===== src/rtl/rms_pkg.sv =====
// Shared types, widths and controller/datapath interface for the record merge sorter.
`default_nettype none
package rms_pkg;

  localparam int KEY_BITS  = 16;
  localparam int TAG_BITS  = 8;
  localparam int DEPTH_DEF = 16;

  typedef struct packed {
    logic [KEY_BITS-1:0] key;
    logic [TAG_BITS-1:0] tag;
    logic                last;
  } rms_in_t;

  typedef struct packed {
    logic [KEY_BITS-1:0] sorted_key;
    logic [TAG_BITS-1:0] sorted_tag;
    logic                final_res;
  } rms_out_t;

  // one stored record
  typedef struct packed {
    logic [KEY_BITS-1:0] key;
    logic [TAG_BITS-1:0] tag;
  } rec_t;

  localparam int REC_BITS = $bits(rec_t);

  // controller to datapath
  typedef struct packed {
    logic load;
    logic start;
    logic merge_init;
    logic cap_a;
    logic cap_b;
    logic step;
    logic next;
    logic out_rd;
    logic out_ld;
  } cmd_t;

  // datapath to controller
  typedef struct packed {
    logic b_has;
    logic refill_a;
    logic refill_b;
    logic merge_last;
    logic more_merges;
    logic sorted;
    logic out_free;
    logic out_final;
  } stat_t;

endpackage
`default_nettype wire


===== src/rtl/rms_ram.sv =====
// Generic single-write, single-read RAM with registered read data.
`default_nettype none
module rms_ram #(
  parameter int WIDTH = 8,
  parameter int DEPTH = 16
) (
  input  wire logic                     clk,
  input  wire logic                     we,
  input  wire logic [$clog2(DEPTH)-1:0] waddr,
  input  wire logic [WIDTH-1:0]         wdata,
  input  wire logic [$clog2(DEPTH)-1:0] raddr,
  output logic      [WIDTH-1:0]         rd_data
);

  logic [WIDTH-1:0] mem [DEPTH];
  logic [WIDTH-1:0] rd_data_r;

  always_ff @(posedge clk) begin
    if (we) begin
      mem[waddr] <= wdata;
    end
    rd_data_r <= mem[raddr];
  end

  assign rd_data = rd_data_r;

endmodule
`default_nettype wire


===== src/rtl/rms_ctrl.sv =====
// Sequencer for load, bottom-up merge passes and result read-out.
`default_nettype none
module rms_ctrl (
  input  wire logic          clk,
  input  wire logic          rst_n,
  input  wire logic          in_valid,
  input  wire logic          in_last,
  output logic               in_ready,
  input  wire rms_pkg::stat_t stat,
  output rms_pkg::cmd_t      cmd
);
  import rms_pkg::*;

  typedef enum logic [10:0] {
    S_IDLE     = 11'b000_0000_0001,
    S_PASS     = 11'b000_0000_0010,
    S_MINIT    = 11'b000_0000_0100,
    S_HEAD_A   = 11'b000_0000_1000,
    S_HEAD_B   = 11'b000_0001_0000,
    S_STEP     = 11'b000_0010_0000,
    S_REFILL_A = 11'b000_0100_0000,
    S_REFILL_B = 11'b000_1000_0000,
    S_NEXT     = 11'b001_0000_0000,
    S_OUT_RD   = 11'b010_0000_0000,
    S_OUT_LD   = 11'b100_0000_0000
  } state_t;

  state_t state_r, state_nxt;

  always_ff @(posedge clk) begin
    if (!rst_n) begin
      state_r <= S_IDLE;
    end else begin
      state_r <= state_nxt;
    end
  end

  always_comb begin
    state_nxt = state_r;
    cmd       = '0;
    in_ready  = 1'b0;
    case (state_r)
      S_IDLE: begin
        in_ready = 1'b1;
        if (in_valid) begin
          cmd.load = 1'b1;
          if (in_last) begin
            cmd.start = 1'b1;
            state_nxt = S_PASS;
          end
        end
      end
      S_PASS: begin
        state_nxt = stat.sorted ? S_OUT_RD : S_MINIT;
      end
      S_MINIT: begin
        cmd.merge_init = 1'b1;
        state_nxt      = S_HEAD_A;
      end
      S_HEAD_A: begin
        cmd.cap_a = 1'b1;
        state_nxt = stat.b_has ? S_HEAD_B : S_STEP;
      end
      S_HEAD_B: begin
        cmd.cap_b = 1'b1;
        state_nxt = S_STEP;
      end
      S_STEP: begin
        cmd.step = 1'b1;
        if (stat.merge_last) begin
          state_nxt = S_NEXT;
        end else if (stat.refill_a) begin
          state_nxt = S_REFILL_A;
        end else if (stat.refill_b) begin
          state_nxt = S_REFILL_B;
        end
      end
      S_REFILL_A: begin
        cmd.cap_a = 1'b1;
        state_nxt = S_STEP;
      end
      S_REFILL_B: begin
        cmd.cap_b = 1'b1;
        state_nxt = S_STEP;
      end
      S_NEXT: begin
        cmd.next  = 1'b1;
        state_nxt = stat.more_merges ? S_MINIT : S_PASS;
      end
      S_OUT_RD: begin
        if (stat.out_free) begin
          cmd.out_rd = 1'b1;
          state_nxt  = S_OUT_LD;
        end
      end
      S_OUT_LD: begin
        cmd.out_ld = 1'b1;
        state_nxt  = stat.out_final ? S_IDLE : S_OUT_RD;
      end
      default: begin
        state_nxt = S_IDLE;
      end
    endcase
  end

endmodule
`default_nettype wire


===== src/rtl/rms_dp.sv =====
// Datapath: two record banks, merge indices, run heads and the output register.
`default_nettype none
module rms_dp #(
  parameter int DEPTH = rms_pkg::DEPTH_DEF
) (
  input  wire logic             clk,
  input  wire logic             rst_n,
  input  wire rms_pkg::cmd_t    cmd,
  output rms_pkg::stat_t        stat,
  input  wire rms_pkg::rms_in_t in_data,
  input  wire logic             out_ready,
  output logic                  out_valid,
  output rms_pkg::rms_out_t     out_data
);
  import rms_pkg::*;

  localparam int AW = $clog2(DEPTH);
  localparam int CW = $clog2(DEPTH + 1);
  localparam int PW = $clog2(DEPTH) + 3;

  logic [CW-1:0] n_r, o_r;
  logic [PW-1:0] w_r, lo_r, mid_r, hi_r, a_r, b_r, c_r;
  logic          src_r;
  rec_t          head_a_r, head_b_r;
  rms_out_t      out_r;
  logic          out_valid_r;

  logic [PW-1:0] n_w, lo_w, lo_2w, mid_calc, hi_calc, a_inc, b_inc, c_inc;
  logic          a_more, b_more, take_a, full;
  rec_t          rd0, rd1, rdata, pick, in_rec;
  logic [AW-1:0] raddr, waddr0, waddr1;
  logic          we0, we1;
  rec_t          wdata0;

  assign n_w      = PW'(n_r);
  assign lo_w     = lo_r + w_r;
  assign lo_2w    = lo_r + (w_r << 1);
  assign mid_calc = (lo_w < n_w) ? lo_w : n_w;
  assign hi_calc  = (lo_2w < n_w) ? lo_2w : n_w;
  assign a_inc    = a_r + PW'(1);
  assign b_inc    = b_r + PW'(1);
  assign c_inc    = c_r + PW'(1);
  assign a_more   = a_r < mid_r;
  assign b_more   = b_r < hi_r;
  // left run wins ties
  assign take_a   = a_more && (!b_more || (head_a_r.key <= head_b_r.key));
  assign pick     = take_a ? head_a_r : head_b_r;
  assign full     = (n_r == CW'(DEPTH));
  assign in_rec   = '{key: in_data.key, tag: in_data.tag};
  assign rdata    = src_r ? rd1 : rd0;

  always_comb begin
    stat             = '0;
    stat.b_has       = b_more;
    stat.refill_a    = take_a && (a_inc < mid_r);
    stat.refill_b    = !take_a && (b_inc < hi_r);
    stat.merge_last  = (c_inc == hi_r);
    stat.more_merges = (lo_2w < n_w);
    stat.sorted      = (w_r >= n_w);
    stat.out_free    = !out_valid_r || out_ready;
    stat.out_final   = ((o_r + CW'(1)) == n_r);
  end

  always_comb begin
    raddr = '0;
    if (cmd.merge_init) begin
      raddr = lo_r[AW-1:0];
    end else if (cmd.cap_a) begin
      raddr = b_r[AW-1:0];
    end else if (cmd.step) begin
      raddr = take_a ? a_inc[AW-1:0] : b_inc[AW-1:0];
    end else if (cmd.out_rd) begin
      raddr = o_r[AW-1:0];
    end
  end

  // bank 0 takes loads and merge output when bank 1 is the source
  assign we0    = (cmd.load && !full) || (cmd.step && src_r);
  assign waddr0 = cmd.load ? n_r[AW-1:0] : c_r[AW-1:0];
  assign wdata0 = cmd.load ? in_rec : pick;
  assign we1    = cmd.step && !src_r;
  assign waddr1 = c_r[AW-1:0];

  rms_ram #(.WIDTH(REC_BITS), .DEPTH(DEPTH)) u_bank0 (
    .clk     (clk),
    .we      (we0),
    .waddr   (waddr0),
    .wdata   (wdata0),
    .raddr   (raddr),
    .rd_data (rd0)
  );

  rms_ram #(.WIDTH(REC_BITS), .DEPTH(DEPTH)) u_bank1 (
    .clk     (clk),
    .we      (we1),
    .waddr   (waddr1),
    .wdata   (pick),
    .raddr   (raddr),
    .rd_data (rd1)
  );

  always_ff @(posedge clk) begin
    if (!rst_n) begin
      n_r         <= '0;
      o_r         <= '0;
      w_r         <= '0;
      lo_r        <= '0;
      src_r       <= 1'b0;
      out_valid_r <= 1'b0;
    end else begin
      if (cmd.load && !full) begin
        n_r <= n_r + CW'(1);
      end
      if (cmd.start) begin
        w_r   <= PW'(1);
        lo_r  <= '0;
        src_r <= 1'b0;
        o_r   <= '0;
      end
      if (cmd.next) begin
        if (lo_2w < n_w) begin
          lo_r <= lo_2w;
        end else begin
          w_r   <= w_r << 1;
          lo_r  <= '0;
          src_r <= !src_r;
        end
      end
      if (cmd.out_ld) begin
        out_valid_r <= 1'b1;
        if (stat.out_final) begin
          n_r <= '0;
          o_r <= '0;
        end else begin
          o_r <= o_r + CW'(1);
        end
      end else if (out_valid_r && out_ready) begin
        out_valid_r <= 1'b0;
      end
    end
  end

  always_ff @(posedge clk) begin
    if (cmd.merge_init) begin
      mid_r <= mid_calc;
      hi_r  <= hi_calc;
      a_r   <= lo_r;
      b_r   <= mid_calc;
      c_r   <= lo_r;
    end
    if (cmd.step) begin
      c_r <= c_inc;
      if (take_a) begin
        a_r <= a_inc;
      end else begin
        b_r <= b_inc;
      end
    end
    if (cmd.cap_a) begin
      head_a_r <= rdata;
    end
    if (cmd.cap_b) begin
      head_b_r <= rdata;
    end
    if (cmd.out_ld) begin
      out_r.sorted_key <= rdata.key;
      out_r.sorted_tag <= rdata.tag;
      out_r.final_res  <= stat.out_final;
    end
  end

  assign out_valid = out_valid_r;
  assign out_data  = out_r;

endmodule
`default_nettype wire


===== src/rtl/record_merge_sort_core.sv =====
// Load: requests are accepted while the sequencer is idle; the request with last then starts the sort.
// Sort: bottom-up merge passes over two ping-pong RAM banks with one read port each,
//   each step writing one merged record and refilling the run head that it took.
// Read-out: each result takes a RAM read, then an output register load; a stall holds it.
// Sets: one at a time; the single RAM read port per bank sets the sort and read-out pace.
// Reset: synchronous, active low; clears the count, the sequencer and the output valid.
`default_nettype none
module record_merge_sort_core #(
  parameter int DEPTH = rms_pkg::DEPTH_DEF
) (
  input  wire logic              clk,
  input  wire logic              rst_n,
  input  wire logic              in_valid,
  output logic                   in_ready,
  input  wire rms_pkg::rms_in_t  in_data,
  output logic                   out_valid,
  input  wire logic              out_ready,
  output rms_pkg::rms_out_t      out_data
);
  import rms_pkg::*;

  cmd_t  cmd;
  stat_t stat;

  // Sequencer: load requests, step merges, drain results.
  rms_ctrl u_ctrl (
    .clk      (clk),
    .rst_n    (rst_n),
    .in_valid (in_valid),
    .in_last  (in_data.last),
    .in_ready (in_ready),
    .stat     (stat),
    .cmd      (cmd)
  );

  // Datapath: records held in two banks; each pass reads one and writes the other.
  // Records past the store depth are dropped, the count holding at DEPTH.
  rms_dp #(.DEPTH(DEPTH)) u_dp (
    .clk       (clk),
    .rst_n     (rst_n),
    .cmd       (cmd),
    .stat      (stat),
    .in_data   (in_data),
    .out_ready (out_ready),
    .out_valid (out_valid),
    .out_data  (out_data)
  );

  // Never overwrite a result still waiting downstream.
  a_no_overwrite : assert property (@(posedge clk) disable iff (!rst_n)
    cmd.out_ld |-> !out_valid)
    else $error("result register loaded while still occupied");

  // A last request closes the input until the set has drained.
  a_last_closes : assert property (@(posedge clk) disable iff (!rst_n)
    (in_valid && in_ready && in_data.last) |=> !in_ready)
    else $error("input still open after last request");

  // Load, sort and read-out commands are mutually exclusive.
  a_cmd_excl : assert property (@(posedge clk) disable iff (!rst_n)
    $onehot0({cmd.merge_init, cmd.cap_a, cmd.cap_b, cmd.step, cmd.next,
              cmd.out_rd, cmd.out_ld, cmd.load}))
    else $error("conflicting datapath commands");

endmodule
`default_nettype wire


===== config.mk =====
export PLATFORM = sky130hd
export DESIGN_NAME = record_merge_sort_core
export DESIGN_NICKNAME = d
export VERILOG_FILES = /design/src/rtl/rms_pkg.sv /design/src/rtl/rms_ram.sv /design/src/rtl/rms_ctrl.sv /design/src/rtl/rms_dp.sv /design/src/rtl/record_merge_sort_core.sv
export SDC_FILE = /design/constraint.sdc
export NUM_CORES = 1
export LEC_CHECK = 0
export BUFFER_PORTS_ARGS = -buffer_cell sky130_fd_sc_hd__buf_4
export CORE_ASPECT_RATIO = 1.25
export CORE_MARGIN = 2
export CORE_UTILIZATION = 35
export CTS_CLUSTER_SIZE = 10
export DETAILED_ROUTE_END_ITERATION = 7
export PLACE_DENSITY = 0.58
export SLEW_MARGIN = 0
export SYNTH_ARGS = -nofsm -noshare
export SYNTH_HDL_FRONTEND = slang
export SYNTH_HIERARCHICAL = 1
export SYNTH_SLANG_ARGS = --single-unit

===== constraint.sdc =====
create_clock -name clk -period 12.9 [get_ports clk]
set_input_delay 0.645 -clock clk [delete_from_list [all_inputs] [get_ports clk]]
set_output_delay 0.645 -clock clk [all_outputs]
set_load 0.02 [all_outputs]

==> results of run 1 <==
-- cell type report --
class | count | area [sq um] | share of cell area
clock buffers | 186 | 2960 | 0.0672
clock inverters | 8 | 175 | 0.00397
inverters | 57 | 214 | 0.00485
multi-input cells | 932 | 10400 | 0.235
flip-flops and latches | 960 | 27800 | 0.632
well taps | 1449 | 1810 | 0.0411
repair buffers | 94 | 718 | 0.0163
-- sequential cells by signal, indices dropped and copies added, names as in the netlist --
signal	count
u_dp/out_data	25
u_dp/out_valid	1
u_dp/lo_r	6
u_dp/mid_r	7
u_dp/w_r	7
u_dp/head_a_r	24
u_dp/b_r	7
u_dp/hi_r	7
u_ctrl/state_r	11
u_dp/src_r	1
u_dp/u_bank1/rd_data	24
u_dp/u_bank0/mem	384
u_dp/o_r	5
u_dp/u_bank1/mem	384
u_dp/n_r	5
u_dp/a_r	7
u_dp/head_b_r	24
u_dp/u_bank0/rd_data	24
u_dp/c_r	7
-- logic make-up after synthesis --
group | after synthesis | synth area share
AOI/OAI and AO/OA | 209 | 0.0391
xor gates and xnor gates | 45 | 0.0102
adders and majority gates | 71 | 0.0234
buffers and inverters | 153 | 0.0183
DFF | 960 | 0.721
muxes | 306 | 0.147
other | 2 | 0.000194
and+or+nand+nor | 296 | 0.0412
-- per-stage QoR --
step / setup WS [ns] / util / instances / hold WS [ns]
6_report: 6.81 / 0.402 / 3686 / 0.367
5_1_grt: 6.36 / 0.402 / 3686 / 0.384
4_1_cts: 6.66 / 0.402 / 3686 / 0.331
3_5_place_dp: 6.66 / 0.373 / 3492 / 0.531
3_3_place_gp: 6.93 / 0.373 / 3492 / 0.512
2_1_floorplan: 7.69 / - / 2045 / 0.462
-- layout by cell type (no fill, tap or decap), types with 10 or more instances in the layout --
cell	netlist	final
sky130_fd_sc_hd__nand2b_1	14	14
sky130_fd_sc_hd__mux2i_1	16	16
sky130_fd_sc_hd__nand3b_1	12	12
sky130_fd_sc_hd__ha_1	69	69
sky130_fd_sc_hd__inv_1	57	57
sky130_fd_sc_hd__buf_4	2	93
sky130_fd_sc_hd__xor2_1	13	13
sky130_fd_sc_hd__nor2b_1	19	15
sky130_fd_sc_hd__nor3_2	1	10
sky130_fd_sc_hd__a21oi_1	31	31
sky130_fd_sc_hd__mux4_2	192	192
sky130_fd_sc_hd__a22oi_1	97	97
sky130_fd_sc_hd__nor2_1	52	25
sky130_fd_sc_hd__xnor2_1	32	32
sky130_fd_sc_hd__nand3_1	20	19
sky130_fd_sc_hd__nor2_4	0	24
sky130_fd_sc_hd__clkbuf_16	0	106
sky130_fd_sc_hd__edfxtp_1	862	862
sky130_fd_sc_hd__mux2_4	25	25
sky130_fd_sc_hd__o21ai_0	22	22
sky130_fd_sc_hd__nand2_1	87	87
sky130_fd_sc_hd__nand4_1	10	10
sky130_fd_sc_hd__clkbuf_1	56	79
sky130_fd_sc_hd__mux2_2	70	70
sky130_fd_sc_hd__dfxtp_1	98	97
sky130_fd_sc_hd__nor3_1	20	11
-- power by group through the flow --
| stage | registers (uW) | clock network, uW | logic, uW |
|---|---|---|---|
| after global routing | 3500 | 2940 | 292 |
| after CTS | 3500 | 2820 | 274 |
| after floorplan | 3550 | 0 | 168 |
| after global placement | 3560 | 0 | 263 |
| after detailed placement | 3560 | 0 | 272 |
| final | 3500 | 2760 | 271 |
-- worst min-delay path by stage --
stage / end / slack [ns] / startpoint
after floorplan: u_dp/w_r[1] / 0.46 / u_dp/w_r[0]
after global placement: u_dp/w_r[6] / 0.51 / u_dp/w_r[6]
after detailed placement: u_dp/w_r[5] / 0.53 / u_dp/w_r[4]
after CTS: u_dp/lo_r[2] / 0.33 / rst_n
after global routing: u_dp/lo_r[2] / 0.38 / rst_n
final: u_dp/lo_r[2] / 0.37 / rst_n
-- per-layer routing --
layer  vias up  GRT usage  routed length [um]
li1       8438          -                   -
met1     10300      0.214               38900
met2       565      0.286               47500
met3       140     0.0207                4700
met4         0     0.0650                2730
met5         -          0                   0
==> flow_summary.toml, run 1 <==
[synth]
synth-seq-area-share = 0.721
synth_enable_flop_cells = 862
synth_most_common_cell = "sky130_fd_sc_hd__edfxtp_1"
synth_commonest_cells = "sky130_fd_sc_hd__edfxtp_1, sky130_fd_sc_hd__mux4_2, sky130_fd_sc_hd__dfxtp_1"
post_synth_inst_count = 2042
ys_async_sr_fraction = 0
synth.lib_cells_used.distinct = 83
synth_ff_type = "sky130_fd_sc_hd__edfxtp_1"
synth_top_area_cell = "sky130_fd_sc_hd__edfxtp_1"
synth-warning-count = 6
synth_area_leaders = "sky130_fd_sc_hd__edfxtp_1, sky130_fd_sc_hd__mux4_2, sky130_fd_sc_hd__dfxtp_1, sky130_fd_sc_hd__ha_1, sky130_fd_sc_hd__mux2_2"
synth.avg_cell_area_sq_um = 18.9
fraction_of_synthesized_cell_area_taken_by_the_top_area_cell_type = 0.670
yosys_register_bits = 960
syn-cell-area_sq_um = 38600

[grt]
grt_usage = 0.167
grt_pass1_vias = 20500
grt_overflow_total = 0
grt_start_max_net_pins = 111
wire_length_of_the_first_global_routing_pass_um = 137000
number_of_antenna_violations_at_the_first_check_in_global_routing = 7

[timing]
fmaxAchievable_ghz = 0.164
rsz0062_at_grt = "false"
tightestPinTransition_ns = 1.24
fin_setup_tns_ns = 0
final-max-slew-violation-count = 0
layout_min_cycle_time_ns = 6.09
timing.final.crit_share = 0.472
report.final.setup_viol = 0
clock-skew-final_ns = 0.0456
max_slew_margin = 0.173
timing.final.hold_violations = 0

[route]
wl_um = 93800
drc = 0
vias_per_cell = 5.28
dr_total_vias = 19400
drt_pass1_iterations = 7
first_iter_violations = 1852
routed_wire_length_per_instance_um = 25.5
antenna_left = 0

[critical_path]
r2r-end = "u_dp/u_bank1/rd_data[1]"
worstPathRequired_ns = 13.49
setup.reg_to_reg.worst_slack_ns = 6.81
setup.worst_path.class = "reg2reg"
cp.depth = 12
critical_path_buf_inv_count = 2
slowest_delay_ns = 0.92
largest_fanout_on_the_critical_path = 110
cpMostUsedCell = "sky130_fd_sc_hd__nand2_1"
r2r_start = "u_dp/head_a_r[22]"
crit_start_category = "flip-flop"
ff2ff_path_depth = 12
critPathTopFamily = "buffers and inverters"
cp_data_arrival_time_ns = 6.68
startpoint = "u_dp/head_a_r[22]"
worstSetupEndpoint = "u_dp/u_bank1/rd_data[1]"
slowest_stage = "sky130_fd_sc_hd__buf_4"
critPathCaptureType = "flip-flop"
series_of_cell_instances_along_the_critical_path = "ha_1, nand4_1, nor4_1, nand2_1, a311oi_4, nand4b_1, o211ai_1, buf_12, buf_4, mux4_2, a22oi_1, nand2_1"

[power_and_ir_drop]
pwr_density_cell_nw_per_um2 = 148
clock_power_frac = 0.423
power.leakage_uw = 0.0142
seq_power_share = 0.535
netSwitchingFraction = 0.218
power.combinational.fraction = 0.041
power.ir.vdd_worst_mv = 0.127
p_int_uw = 5110
total_power_uw = 6530
net_switching_component_of_the_power_uw = 1420

[floorplanning]
io-pin-count = 56
initial_core_util = 0.352
die_width_um = 301
design.die.area_sq_um = 113000
placementRows = 136
design.core.area_sq_um = 110000
floorplan.die.height_um = 376

[placement]
detailed_place_hpwl_um = 52100
replace_congestion = 0.817
dpl-instance-area_sq_um = 41000
port-buffer-count = 55

[clock_network]
clk_path_buf_depth = 3
post-cts-setup-buffers = 0
cts_made_buffers = 106
tritoncts_num_sinks = 960
tritoncts = "built"
clock_insertion_delay_worst_skew_ns = 0.72
ctsRootBufferMaster = "sky130_fd_sc_hd__clkbuf_16"
post_cts.resized_instances = 0
clk_transition_reported_paths_ns = 0.06
cts.hold.buffers_added = 0
cts-htree-levels = 3

[hold_path]
instance_count_along_the_most_critical_hold_path = 2
hold_path.class = "in2reg"

[flow_run]
max_cap_violations = 0

[outcome]
run_status = "finished clean"

[cells_and_area]
insertedDiodeCount = 0
drive_above_1_share = 0.253
layout.cell_area.non_filler_sq_um = 44100
area_growth_pct = 14.1
filler_cell_count = 9748
num-nets-final = 2251
Note: power is estimated with default switching activity, not from simulation.
==> run 2, diff against run 1 <==
==> constraint.sdc (replaced) <==
create_clock -name clk -period 6.1 [get_ports clk]
set_input_delay 0.305 -clock clk [delete_from_list [all_inputs] [get_ports clk]]
set_output_delay 0.305 -clock clk [all_outputs]
set_load 0.02 [all_outputs]
==> flow_summary.toml, run 2 (same netlist as run 1, synthesis figures left out) <==
[critical_path]
cp_data_arrival_time_ns = 4.98
setup.worst_path.class = "reg2reg"
slowest_stage = "sky130_fd_sc_hd__mux4_2"
cpMostUsedCell = "sky130_fd_sc_hd__buf_4"
r2r_start = "u_dp/head_a_r[13]"
worstPathRequired_ns = 6.65
setup.reg_to_reg.worst_slack_ns = 1.66
crit_start_category = "flip-flop"
ff2ff_path_depth = 14
largest_fanout_on_the_critical_path = 26
series_of_cell_instances_along_the_critical_path = "ha_1, a21oi_1, o21ai_0, a221o_1, or3_4, a311oi_4, buf_4, nand4b_1, o211ai_1, buf_4, buf_4, mux4_2, a22oi_1, nand2_1"
slowest_delay_ns = 0.57
r2r-end = "u_dp/u_bank1/rd_data[2]"
critPathCaptureType = "flip-flop"

[route]
met3RoutedLength_um = 5040
first_iter_violations = 1636
top_signal_layer_used = "met4"
m1WireLength_um = 39100
antenna_left = 0
drt_pass1_iterations = 5
vias_per_cell = 5.28
dr_total_vias = 19600
drc = 0
met2RoutedLength_um = 48000
wl_um = 94600
routed_wire_length_per_instance_um = 25.5

[flow_run]
max_cap_violations = 0

[placement]
port-buffer-count = 55
replace_congestion = 0.809
detailed_place_hpwl_um = 55700
post-place-cells = 3515

[floorplanning]
placementRows = 136
floorplan.die.height_um = 376
initial_core_util = 0.352
die_width_um = 301
io-pin-count = 56
design.core.area_sq_um = 110000
design.die.area_sq_um = 113000

[power_and_ir_drop]
power.leakage_uw = 0.0144
pwr_density_cell_nw_per_um2 = 311
power.ir.vdd_worst_mv = 0.211
total_power_uw = 13800

[timing]
rsz0062_at_grt = "false"
final-max-slew-violation-count = 0
tightestPinTransition_ns = 0.904
report.final.setup_viol = 0
clock-skew-final_ns = 0.0473
fmaxAchievable_ghz = 0.225
max_slew_margin = 0.397
layout_min_cycle_time_ns = 4.44
timing.final.hold_violations = 0
timing.final.crit_share = 0.727
fin_setup_tns_ns = 0
hold-worst-slack_ns = 0.0736

[outcome]
run_status = "finished clean"

[cells_and_area]
most-common-layout-cells = "sky130_fd_sc_hd__edfxtp_1, sky130_fd_sc_hd__mux4_2, sky130_fd_sc_hd__buf_4"
layout.core_utilization = 0.404
most_common_cell_after_layout_fill_and_taps_aside = "sky130_fd_sc_hd__edfxtp_1"
area_growth_pct = 14.8
num-nets-final = 2276
layoutNonFillerInstCount = 3715
drive_above_1_share = 0.260

[clock_network]
clk_path_buf_depth = 3
cts_made_buffers = 107
ctsRootBufferMaster = "sky130_fd_sc_hd__clkbuf_16"
cts-htree-levels = 3
clk_transition_reported_paths_ns = 0.06
tritoncts = "built"
clock_insertion_delay_worst_skew_ns = 0.70
tritoncts_num_sinks = 960
post_cts.resized_instances = 0

[grt]
number_of_antenna_violations_at_the_first_check_in_global_routing = 6
grt_pass1_vias = 20700
grt_overflow_total = 0
grt_usage = 0.168
grt_start_max_net_pins = 51
wire_length_of_the_first_global_routing_pass_um = 138000

[hold_path]
hold_path_startpoint = "out_ready"
hold_path.class = "in2reg"
instance_count_along_the_most_critical_hold_path = 3
holdPathEnd = "u_dp/out_valid"
==> run 2: report_power, final <==
part	leakage [uW]	internal [uW]	total, uW	switching (uW)
Combinational	0.00431	177	573	396
Sequential	0.00857	7340	7390	52.9
Clock	0.00149	3320	5840	2520
Total	0.0144	10800	13800	2970
==> run 2: area by class of cell <==
class | instances | area (sq um)
multi-input combinational | 932 | 10400
timing repair buffer | 118 | 963
antenna | 1 | 2.50
tap | 1449 | 1810
inverter | 57 | 214
sequential | 960 | 27800
clock buffer | 188 | 2990
fill | 9757 | 65400
clock inverter | 10 | 155
==> run 2: layer usage <==
metal / up-vias / track usage
li1: 8510 / -
met1: 10400 / 0.214
met2: 574 / 0.289
met3: 126 / 0.0245
met4: 0 / 0.0605
met5: - / 0
==> run 2: timing repair <==
| action | in CTS | in global routing |
|---|---|---|
| endpoints found under the hold margin | 1 | 0 |
| buffers inserted | 0 | 0 |
| hold buffers | 1 | 0 |
==> run 2: worst max-delay path by stage <==
stage	from	to	slack, ns	cells past startpoint
4_1_cts	u_dp/head_a_r[13]	u_dp/u_bank1/rd_data[4]	1.56	14
5_1_grt	u_dp/head_a_r[13]	u_dp/u_bank1/rd_data[2]	1.33	14
3_3_place_gp	u_dp/head_b_r[13]	u_dp/u_bank1/rd_data[4]	1.65	15
3_5_place_dp	u_dp/head_a_r[13]	u_dp/u_bank1/rd_data[9]	1.61	14
6_report	u_dp/head_a_r[13]	u_dp/u_bank1/rd_data[2]	1.66	14
2_1_floorplan	u_ctrl/state_r[1]	u_dp/u_bank0/mem[0][0]	0.89	8
==> run 2: worst max-delay path: cells and delay by family, from the launching register on <==
| kind | cells | cell delay (ns) |
|---|---|---|
| compound gates | 6 | 1.26 |
| fa+ha+maj | 1 | 0.33 |
| buf+inv | 3 | 1.15 |
| flops | 1 | 0.40 |
| mux | 1 | 0.57 |
| simple gates | 3 | 0.58 |
==> run 2: metrics by stage <==
step           area (sq um)  worst slack (ns)
5_1_grt               44300              1.33
2_1_floorplan         38700             0.889
3_5_place_dp          41200              1.61
3_3_place_gp          41200              1.65
4_1_cts               44300              1.56
6_report              44300              1.66
